<file path="config.mk">
export PLATFORM = sky130hd
export DESIGN_NAME = lph_ctrl
export DESIGN_NICKNAME = d
export VERILOG_FILES = /design/src/rtl/lph_pkg.sv /design/src/rtl/lph_ctrl.sv
export SDC_FILE = /design/constraint.sdc
export NUM_CORES = 1
export LEC_CHECK = 0
export ABC_AREA = 1
export BUFFER_PORTS_ARGS = -buffer_cell sky130_fd_sc_hd__buf_2
export CORE_UTILIZATION = 47
export DETAILED_ROUTE_END_ITERATION = 12
export GPL_TIMING_DRIVEN = 0
export PLACE_DENSITY = 0.78
export SKIP_LAST_GASP = 1
export SYNTH_ARGS = -nofsm -noshare
export SYNTH_HDL_FRONTEND = slang
export SYNTH_SLANG_ARGS = --single-unit
</file>
<file path="constraint.sdc">
create_clock -name i_clk -period 1.4 [get_ports i_clk]
set_input_delay 0.35 -clock i_clk [delete_from_list [all_inputs] [get_ports i_clk]]
set_output_delay 0.35 -clock i_clk [all_outputs]
set_load 0.02 [all_outputs]
</file>
<file path="src/rtl/lph_pkg.sv">
package lph_pkg;

    // Slot status codes.
    typedef enum logic [1:0] {
        ST_NEVER   = 2'd0,
        ST_USED    = 2'd1,
        ST_REMOVED = 2'd2
    } t_slot_st;

    // Operation codes.
    localparam logic [1:0] OP_INSERT = 2'd0;
    localparam logic [1:0] OP_REMOVE = 2'd1;
    localparam logic [1:0] OP_LOOKUP = 2'd2;

    // Result status codes.
    localparam logic [1:0] RS_OK       = 2'd0;
    localparam logic [1:0] RS_FULL     = 2'd1;
    localparam logic [1:0] RS_NOTFOUND = 2'd2;
    localparam logic [1:0] RS_EMPTY    = 2'd3;

    localparam int unsigned HASH_MULT = 37;
    localparam int unsigned KEY_W     = 64;
    localparam int unsigned SIZE_W    = 11;
    localparam int unsigned SLOT_W    = 10;
    localparam int unsigned CFG_SIZE  = 0;

    // Commands from the controller to the datapath.
    typedef struct packed {
        logic load;       // capture request and size
        logic hash_step;  // fold one character
        logic hash_red;   // one restoring reduction step
        logic probe_rd;   // issue status/key read at probe index
        logic advance;    // step the probe index
        logic wr_used;    // write key and mark slot used
        logic wr_removed; // mark slot removed
        logic clr_step;   // write never-used at clear index
        logic clr_start;  // restart clear sweep
        logic res_cap;    // capture the result slot
    } t_cmd;

    // Status from the datapath to the controller.
    typedef struct packed {
        logic key_empty;
        logic full;
        logic hash_done;
        logic red_done;
        logic rd_never;
        logic rd_used;
        logic rd_match;
        logic wrapped;
        logic clr_done;
    } t_sts;

endpackage

</file>
<file path="src/rtl/lph_ctrl.sv">
module lph_ctrl (
    input  logic           i_clk,
    input  logic           i_rst_n,
    input  logic           i_in_valid,
    output logic           o_in_stall,
    output logic           o_out_valid,
    input  logic           i_out_stall,
    input  logic           i_cfg_wr,
    input  lph_pkg::t_sts  i_sts,
    input  logic [1:0]     i_op,
    output lph_pkg::t_cmd  o_cmd,
    output logic [1:0]     o_status,
    output logic           o_found,
    output logic           o_take_slot
);
    import lph_pkg::*;

    typedef enum logic [3:0] {
        S_CLEAR, S_IDLE, S_CHECK, S_HASH, S_RED, S_ISSUE, S_WAIT,
        S_EVAL, S_WRITE, S_OUT
    } t_state;

    t_state r_state, n_state;
    logic   r_out_valid, n_out_valid;
    logic [1:0] r_status, n_status, r_res_status, n_res_status;
    logic   r_found, n_found, r_take, n_take;
    logic   r_res_found, n_res_found, r_res_take, n_res_take;

    // Next-state and command logic.
    always_comb begin
        n_state = r_state;
        n_out_valid = r_out_valid;
        n_status = r_status;
        n_found = r_found;
        n_take = r_take;
        n_res_status = r_res_status;
        n_res_found = r_res_found;
        n_res_take = r_res_take;
        o_cmd = '0;
        if (r_out_valid && !i_out_stall) n_out_valid = 1'b0;
        unique case (r_state)
            S_CLEAR: begin
                o_cmd.clr_step = 1'b1;
                if (i_sts.clr_done) n_state = S_IDLE;
            end
            S_IDLE: begin
                if (i_in_valid) begin
                    o_cmd.load = 1'b1;
                    n_state = S_CHECK;
                end
            end
            S_CHECK: begin
                n_found = 1'b0;
                n_take = 1'b0;
                if (i_sts.key_empty) begin
                    n_status = RS_EMPTY;
                    n_state = S_OUT;
                end else if (i_op == OP_INSERT && i_sts.full) begin
                    n_status = RS_FULL;
                    n_state = S_OUT;
                end else begin
                    n_status = RS_OK;
                    n_state = S_HASH;
                end
            end
            S_HASH: begin
                if (!i_sts.red_done) begin
                    o_cmd.hash_red = 1'b1;
                end else if (!i_sts.hash_done) begin
                    o_cmd.hash_step = 1'b1;
                end else begin
                    n_state = S_ISSUE;
                end
            end
            S_RED: n_state = S_HASH;
            S_ISSUE: begin
                o_cmd.probe_rd = 1'b1;
                n_state = S_WAIT;
            end
            S_WAIT: n_state = S_EVAL;
            S_EVAL: begin
                if (i_op == OP_INSERT) begin
                    if (!i_sts.rd_used || i_sts.wrapped) begin
                        n_state = S_WRITE;
                    end else begin
                        o_cmd.advance = 1'b1;
                        n_state = S_WAIT;
                    end
                end else if (i_sts.rd_never) begin
                    n_status = (i_op == OP_REMOVE) ? RS_NOTFOUND : RS_OK;
                    n_state = S_OUT;
                end else if (i_sts.rd_used && i_sts.rd_match) begin
                    n_take = 1'b1;
                    if (i_op == OP_REMOVE) begin
                        o_cmd.wr_removed = 1'b1;
                    end else begin
                        n_found = 1'b1;
                    end
                    n_state = S_OUT;
                end else if (i_sts.wrapped) begin
                    n_status = (i_op == OP_REMOVE) ? RS_NOTFOUND : RS_OK;
                    n_state = S_OUT;
                end else begin
                    o_cmd.advance = 1'b1;
                    n_state = S_WAIT;
                end
            end
            S_WRITE: begin
                o_cmd.wr_used = 1'b1;
                n_take = 1'b1;
                n_state = S_OUT;
            end
            S_OUT: begin
                // Move the answer into the output register once it is free.
                if (!r_out_valid || !i_out_stall) begin
                    o_cmd.res_cap = 1'b1;
                    n_out_valid = 1'b1;
                    n_res_status = r_status;
                    n_res_found = r_found;
                    n_res_take = r_take;
                    n_state = S_IDLE;
                end
            end
            default: n_state = S_IDLE;
        endcase
        if (i_cfg_wr) begin
            o_cmd = '0;
            o_cmd.clr_start = 1'b1;
            n_state = S_CLEAR;
        end
    end

    // State and registered result flags.
    always_ff @(posedge i_clk) begin
        if (!i_rst_n) begin
            r_state      <= S_CLEAR;
            r_out_valid  <= 1'b0;
            r_status     <= RS_OK;
            r_found      <= 1'b0;
            r_take       <= 1'b0;
            r_res_status <= RS_OK;
            r_res_found  <= 1'b0;
            r_res_take   <= 1'b0;
        end else begin
            r_state      <= n_state;
            r_out_valid  <= n_out_valid;
            r_status     <= n_status;
            r_found      <= n_found;
            r_take       <= n_take;
            r_res_status <= n_res_status;
            r_res_found  <= n_res_found;
            r_res_take   <= n_res_take;
        end
    end

    assign o_in_stall  = (r_state != S_IDLE);
    assign o_out_valid = r_out_valid;
    assign o_status    = r_res_status;
    assign o_found     = r_res_found;
    assign o_take_slot = r_res_take;

    // A result is raised only when leaving the result state.
    a_out_rise: assert property (@(posedge i_clk) disable iff (!i_rst_n)
        $rose(r_out_valid) |-> $past(r_state) == S_OUT)
        else $error("result raised outside result state");
    a_found_ok: assert property (@(posedge i_clk) disable iff (!i_rst_n)
        r_out_valid && r_res_found |-> r_res_status == RS_OK && r_res_take)
        else $error("found without ok status and slot");
    a_no_accept_busy: assert property (@(posedge i_clk) disable iff (!i_rst_n)
        o_cmd.load |-> r_state == S_IDLE)
        else $error("request loaded while busy");
    a_out_hold: assert property (@(posedge i_clk) disable iff (!i_rst_n)
        r_out_valid && i_out_stall |=> r_out_valid && $stable(r_res_status)
            && $stable(r_res_found) && $stable(r_res_take))
        else $error("stalled result changed");
endmodule

</file>
==> run metrics, run 1 <==
max-cap violations=0; ANT cells=0; period utilization=124%; syn avg cell area=approximately 5.8 um^2; minimum clock period=1740 ps; register area share after synthesis=31.2%; Slew @ Worst Pin=499 ps; clk_lat worst skew=280 ps; Via Count=approximately 1,100; total track usage=23.5%; hpwl dp=1.55 mm; Initial Util=a little over half; Die X=44.1 um; Hold/Removal Path Class=in2reg; Synth Net Count=161; Max Fanout on Critical Path=4; final antenna-violating net count=0; Final nets=about 210; delay-heaviest family, CP=simple AND/OR/NAND/NOR gates; final setup vio count=12; Worst setup SP type=flip-flop; mean number of vias per cell=5.35; status=finished, violations left; core area=1580 um^2; CP Data Arrival Time=1390 ps; Die Span Y=between 40 and 50 um; first-pass GRT wire length=3.36 mm; Worst setup EP type=output pin; mapped cell area=835 um^2; TritonCTS clock tree=done; Req. time, crit path=between 1000 and 1500 ps; xor and xnor area share after synthesis=0%; Setup Crit Path Kind=reg2out; layout cells sized above 1=a little over two fifths; Root Buffer=clkbuf_4; Synth cell types=20; Worst-path clk slew=90 ps; post-synthesis simple-gate area fraction=43.8%; worst-path cell chain=nor2_2 -> inv_1 -> nor3_1 -> buf_2; Max VDD drop=0.000523 V; P&R area growth vs syn=53.7%; Ports=32; initial antenna violation count=0; Ys Warns=0; f_max=574 MHz; skew final=6.41 ps; DRC viols=0; #FFs+latches synth=13; grt ovf=0; largest net degree at the start of global routing=10; Avg WL per Cell=12.2 um; number of global-route vias before repair=866; First-pass DRT Iterations=6; Slew HR=around two thirds; htree depth=1; Worst path slowest cell=dfxtp_4; CP Buf/Inv Count=2; Site Rows=14; global placement routability congestion=0.853; Die Area=1950 um^2; Final Hold Viols=0; CP max stage delay=370 ps; RSZ-0062 raised after global routing=true; final worst slack=-342 ps; Post-Route WL=2.54 mm; CTS sink count=13; main combinational cell family by area after synthesis=simple AND/OR/NAND/NOR gates; CTS Buf Count=3; hold_ws=324 ps; mux cell area share after synthesis=0%; Synth Instances=between 100 and 150; Synth Area in Compound Gates=12.9%; Post-Synth Adder-Cell Area=0%; failing checks=negative setup slack; leakage=0.647 nW; DRT iter0 DRCs=41; Pwr Density=between 500 and 600 nW/um^2; clock buffer depth=2; Port Buffer Count=30; setup_tns=-2320 ps; max-slew violations=0
-- worst min-delay path, delay by kind of cell --
family,cells,cell delay [ps]
AOI/OAI and AO/OA,1,70
and+or+nand+nor,1,40
buffers and inverters,1,100
-- per-stage QoR --
stage	std cells	cell area, um^2	setup slack, ps	util [%]	total power [mW]
final	208	1280	-342	81.3	0.742
after floorplan	145	853	-92.7	-	0.450
after detailed placement	191	1020	-205	64.9	0.489
after CTS	202	1150	-252	72.9	0.717
after global routing	208	1280	-366	81.3	0.773
after global placement	191	1020	-204	64.9	0.487
-- timing repair --
| action | in CTS | in global routing |
|---|---|---|
| hold buffers | 0 | 0 |
| gates resized for setup | 19 | 29 |
| setup endpoints to repair | 10 | 13 |
| endpoints found under the hold margin | 0 | 0 |
| setup buffers | 7 | 6 |
| pin swaps | 3 | 7 |
| cloned | 0 | 0 |
-- synth_stat cells (all sizes together) --
cell,count,area share (%)
nand2,35,16
nor2,29,14
inv,23,10
dfxtp,13,31
o21ai,12,7.2
nand3,10,6.0
a21oi,8,4.8
nor3,8,5.4
buf,1,0.90
clkbuf,1,0.45
clkinv,1,0.45
nand3b,1,0.90
nand4,1,0.75
nor4,1,0.75
o21bai,1,0.90
-- sequential cells by signal, summed over array words and instances (netlist names) --
register and flops:
o_status 2, o_found 1, r_state 4, o_take_slot 1, o_out_valid 1, r_found 1
r_status 2, r_take 1
-- metal layers --
layer	GRT usage [%]	part of all wire, %	wire [um]
met5	0	0	0
met4	18.8	2.6	67
met3	2.45	6.3	160
met2	37.4	49	1240
met1	28.7	42	1080
-- worst paths after layout --
check / end / slack (ps) / startpoint / depth (start not counted)
hold reg to reg: o_found / 460 / o_found / 2
setup reg to reg: r_state[2] / -60 / r_state[1] / 7
setup / recovery: o_cmd[2] / -340 / r_state[0] / 4
hold / removal: r_status[1] / 320 / i_rst_n / 3
-- logic make-up (layout without fill, tap and decap cells) --
| family | Yosys count | in the layout |
|---|---|---|
| compound gates | 21 | 21 |
| buf+inv | 26 | 73 |
| flops | 13 | 13 |
| simple gates | 85 | 85 |
-- placed cells by master (no fill, tap or decap) --
| master | count |
|---|---|
| nand2_1 | 28 |
| buf_2 | 23 |
| nor2_1 | 21 |
| buf_4 | 19 |
| inv_1 | 17 |
| o21ai_0 | 10 |
| nand3_1 | 9 |
| dfxtp_1 | 9 |
| a21oi_1 | 7 |
| inv_2 | 5 |
| nand2_4 | 4 |
| nor2_4 | 4 |
| nor3_2 | 4 |
| nor2_2 | 4 |
| dfxtp_4 | 4 |
| nand2_2 | 3 |
| nor3_1 | 3 |
| clkbuf_4 | 3 |
| clkbuf_1 | 2 |
| o21ai_1 | 2 |
| buf_6 | 2 |
| inv_6 | 1 |
| nor4_2 | 1 |
| nor3_4 | 1 |
| clkinv_1 | 1 |
| nand3b_1 | 1 |
| nand3_2 | 1 |
| o21bai_1 | 1 |
| a21oi_2 | 1 |
| nand4_1 | 1 |
-- report_power, final --
part | total (mW) | switching, mW | internal (mW)
Combinational | 0.130 | 0.0787 | 0.0517
Clock | 0.241 | 0.130 | 0.111
Sequential | 0.372 | 0.00494 | 0.367
Total | 0.742 | 0.214 | 0.529
-- area by class of cell --
cell class / instances / area, um^2
multi-input combinational: 106 / 582
fill: 115 / 294
sequential: 13 / 275
timing repair buffer: 43 / 273
inverter: 24 / 95.1
clock buffer: 4 / 26.3
tap: 16 / 20.0
buffer: 2 / 11.3
Note: power is estimated with default switching activity, not from simulation.
==> inputs of run 2 (changes only) <==
--- a/config.mk
+++ b/config.mk
@@ -5,9 +5,9 @@
 export SDC_FILE = /design/constraint.sdc
 export NUM_CORES = 1
 export LEC_CHECK = 0
-export ABC_AREA = 1
 export BUFFER_PORTS_ARGS = -buffer_cell sky130_fd_sc_hd__buf_2
 export CORE_UTILIZATION = 47
+export CTS_BUF_LIST = sky130_fd_sc_hd__clkbuf_16
 export DETAILED_ROUTE_END_ITERATION = 12
 export GPL_TIMING_DRIVEN = 0
 export PLACE_DENSITY = 0.78
==> run 2 against run 1 <==
  * The run ends with design-rule violations, negative setup slack left
  * Die area is 2.7% higher
  * Synthesized area is 2.8% higher
  * Clock-buffer cell count fell by 1
  * Sequential share of layout area shrank 3.7 points
  * Highest routed layer unchanged
  * Final cell count shrank 9.1%
  * Register-to-register slack got worse by 20 ps
  * Flip-flop and latch count unchanged
  * Hold slack better by 31 ps
  * Final area up 20%
  * Routed wire length grew 35%
==> run metrics, run 2 <==
status=finished, violations left (unchanged); failing checks=design-rule violations, negative setup slack (was negative setup slack); Reg with most FFs=r_state (unchanged); Site Rows=15 (was 14); top-area cell type share of the netlist area=30.3% (was 31.2%); Final nets=181 (was 209); hold_ws=355 ps (was 324 ps); Req. time, crit path=1050 ps (about the same); Pwr Density=702 nW/um^2 (was 579 nW/um^2); most frequent cells after synthesis=nor2_1 (14), dfxtp_1 (13), nand2_1 (11), mux2i_1 (7), a21oi_1 (6) (was nand2_1 (34), nor2_1 (28), inv_1 (22), dfxtp_1 (13)); CP Buf/Inv Count=3 (was 2); leakage=0.715 nW (was 0.647 nW); core area=1730 um^2 (was 1580 um^2); Port Buffer Count=30 (unchanged); CP Data Arrival Time=1580 ps (was 1390 ps); max-slew violations=0 (unchanged); Die Area=2000 um^2 (was 1950 um^2); Slew @ Worst Pin=397 ps (was 499 ps); Worst setup SP type=flip-flop (unchanged); Worst-path clk slew=50 ps (was 90 ps); number of global-route vias before repair=944 (was 866); ANT cells=0 (unchanged); first-pass GRT wire length=4.48 mm (was 3.36 mm); worst-path cell chain=buf_6 -> buf_6 -> nor2b_2 -> nor4b_2 -> buf_2 (was nor2_2 -> inv_1 -> nor3_1 -> buf_2); Setup Crit Path Kind=reg2out (unchanged); main combinational cell family by area after synthesis=simple AND/OR/NAND/NOR gates (unchanged); Die Span Y=44.7 um (was 44.1 um); initial antenna violation count=0 (unchanged); Worst setup EP type=output pin (unchanged); CTS Buf Count=3 (unchanged); Ports=32 (unchanged); Hold/Removal Path Class=in2reg (unchanged); minimum clock period=1930 ps (was 1740 ps); Synth async-reset ratio=0% (unchanged); Post-Route WL=3.42 mm (was 2.54 mm); final antenna-violating net count=0 (unchanged); final setup vio count=13 (was 12); Synth Flop Type=dfxtp_1 (unchanged); delay-heaviest family, CP=simple AND/OR/NAND/NOR gates (unchanged); Synth Area in Compound Gates=19.5% (was 12.9%); CTS sink count=13 (unchanged); Initial Util=49.7% (was 52.9%); CP dominant cell by count=buf_6; non-filler cells, final=189 (was 208); Via Count=1,126 (was 1,113); Die X=44.7 um (was 44.1 um); Avg WL per Cell=18.1 um (was 12.2 um); max-cap violations=0 (unchanged); placed cells=159 (was 191); Root Buffer=clkbuf_16 (was clkbuf_4); clock buffer depth=2 (unchanged); Post-Synth Adder-Cell Area=0% (unchanged); worst hold path cell count=3 (unchanged); DRC viols=2 (was 0); mean number of vias per cell=5.96 (was 5.35); final worst slack=-531 ps (was -342 ps); total track usage=31.4% (was 23.5%); Final Hold Viols=0 (unchanged); Max VDD drop=0.000909 V (was 0.000523 V); Reg2Reg Depth=6 (was 7); Synth Net Count=120 (was 161); mux cell area share after synthesis=8.16% (was 0%); grt ovf=0 (unchanged); Synth Instances=104 (was 145); CP startpoint=r_state[2] (was r_state[0]); htree depth=1 (unchanged); TritonCTS clock tree=done (unchanged); post-synthesis simple-gate area fraction=36.4% (was 43.8%); cell taking the most area after synthesis=dfxtp_1 (unchanged); Crit path depth=5 (was 4); Worst path slowest cell=dfxtp_4 (unchanged); xor and xnor area share after synthesis=0% (unchanged); P&R area growth vs syn=79.3% (was 53.7%); dominant cell by count in the synthesized netlist=nor2_1 (was nand2_1); Synth cell types=38 (was 20); DRT iter0 DRCs=50 (was 41); Ys Warns=0 (unchanged); Max Fanout on Critical Path=3 (was 4); largest net degree at the start of global routing=11 (was 10); First-pass DRT Iterations=9 (was 6); hpwl dp=1.64 mm (was 1.55 mm); RSZ-0062 raised after global routing=true (unchanged); period utilization=138% (was 124%); top post-synthesis cells by area=dfxtp_1 (30%), mux2i_1 (8.2%), nor2_1 (6.1%) (was dfxtp_1 (31%), nand2_1 (15%), nor2_1 (13%)); Final Power=1.08 mW (was 0.742 mW); min-delay src=i_sts[0] (was i_rst_n); syn avg cell area=8.25 um^2 (was 5.76 um^2); #FFs+latches synth=13 (unchanged); r2r startpoint=r_state[2] (was r_state[1]); Slew HR=73.4% (was 66.7%); commonest non-fill, non-tap cells in the layout=buf_2 (23), buf_4 (23), buf_6 (13) (was nand2_1 (28), buf_2 (23), nor2_1 (21)); max reg flops=4 (unchanged); mapped cell area=858 um^2 (was 835 um^2); global placement routability congestion=0.847 (was 0.853); f_max=518 MHz (was 574 MHz); layout cells sized above 1=57.9% (was 41.7%); number of enable flip-flop cells after synthesis=0 (unchanged); CP max stage delay=340 ps (was 370 ps); clk_lat worst skew=240 ps (was 280 ps); skew final=4.98 ps (was 6.41 ps); register area share after synthesis=30.3% (was 31.2%)
[run 2: metal layers]
metal	share of wire [%]	track usage [%]
met1	38	38.3
met2	51	53.2
met3	8.2	8.80
met4	2.7	10.3
met5	0	0
[run 2: power breakdown]
part	switching, mW	internal (mW)
registers	0.00634	0.370
logic	0.0900	0.0718
clock network	0.165	0.377
total	0.262	0.819
[run 2: timing repair]
| action | 4_1_cts | 5_1_grt |
|---|---|---|
| pin swaps | 7 | 10 |
| resized for setup | 28 | 17 |
| gates cloned | 0 | 0 |
| setup endpoints to repair | 12 | 14 |
| buffers inserted | 12 | 14 |
| hold buffers | 0 | 0 |
[run 2: through the flow]
step | setup WS [ps] | TNS, ps | cell area [um^2] | utilization (%)
2_1_floorplan | -160 | -621 | 921 | -
3_3_place_gp | -327 | -1910 | 1100 | 63.8
3_5_place_dp | -334 | -2160 | 1100 | 63.8
5_1_grt | -577 | -4570 | 1540 | 89.1
6_report | -531 | -4090 | 1540 | 89.1
4_1_cts | -461 | -3300 | 1370 | 79.3
[run 2: logic make-up after synthesis]
kind of cell | Yosys count
AO/OA/AOI/OAI | 22
buffers and inverters | 8
flip-flops | 13
multiplexers | 7
AND/OR/NAND/NOR | 54
[run 2: path summary, 6_finish.rpt]
path            endpoint  slack [ps]
max             o_cmd[4]        -530
min           r_state[0]         350
max reg2reg  r_status[1]         -80
min reg2reg  r_status[1]         480
[run 2: cell type report]
cell class	instances	area [um^2]
plain buffers	6	55.1
clock buffers	3	75.1
clock inverters	1	3.75
fillers	82	188
inverters	2	7.51
multi-input cells	83	689
flip-flops and latches	13	273
well taps	25	31.3
repair buffers	56	404
[run 2: worst reg2reg max path, cell delays in order, from the launching register on]
cell and delay [ps]:
dfxtp_4 350, buf_6 100, buf_6 110, buf_4 140, nand3_2 90, a2111oi_4 400
mux2i_1 230
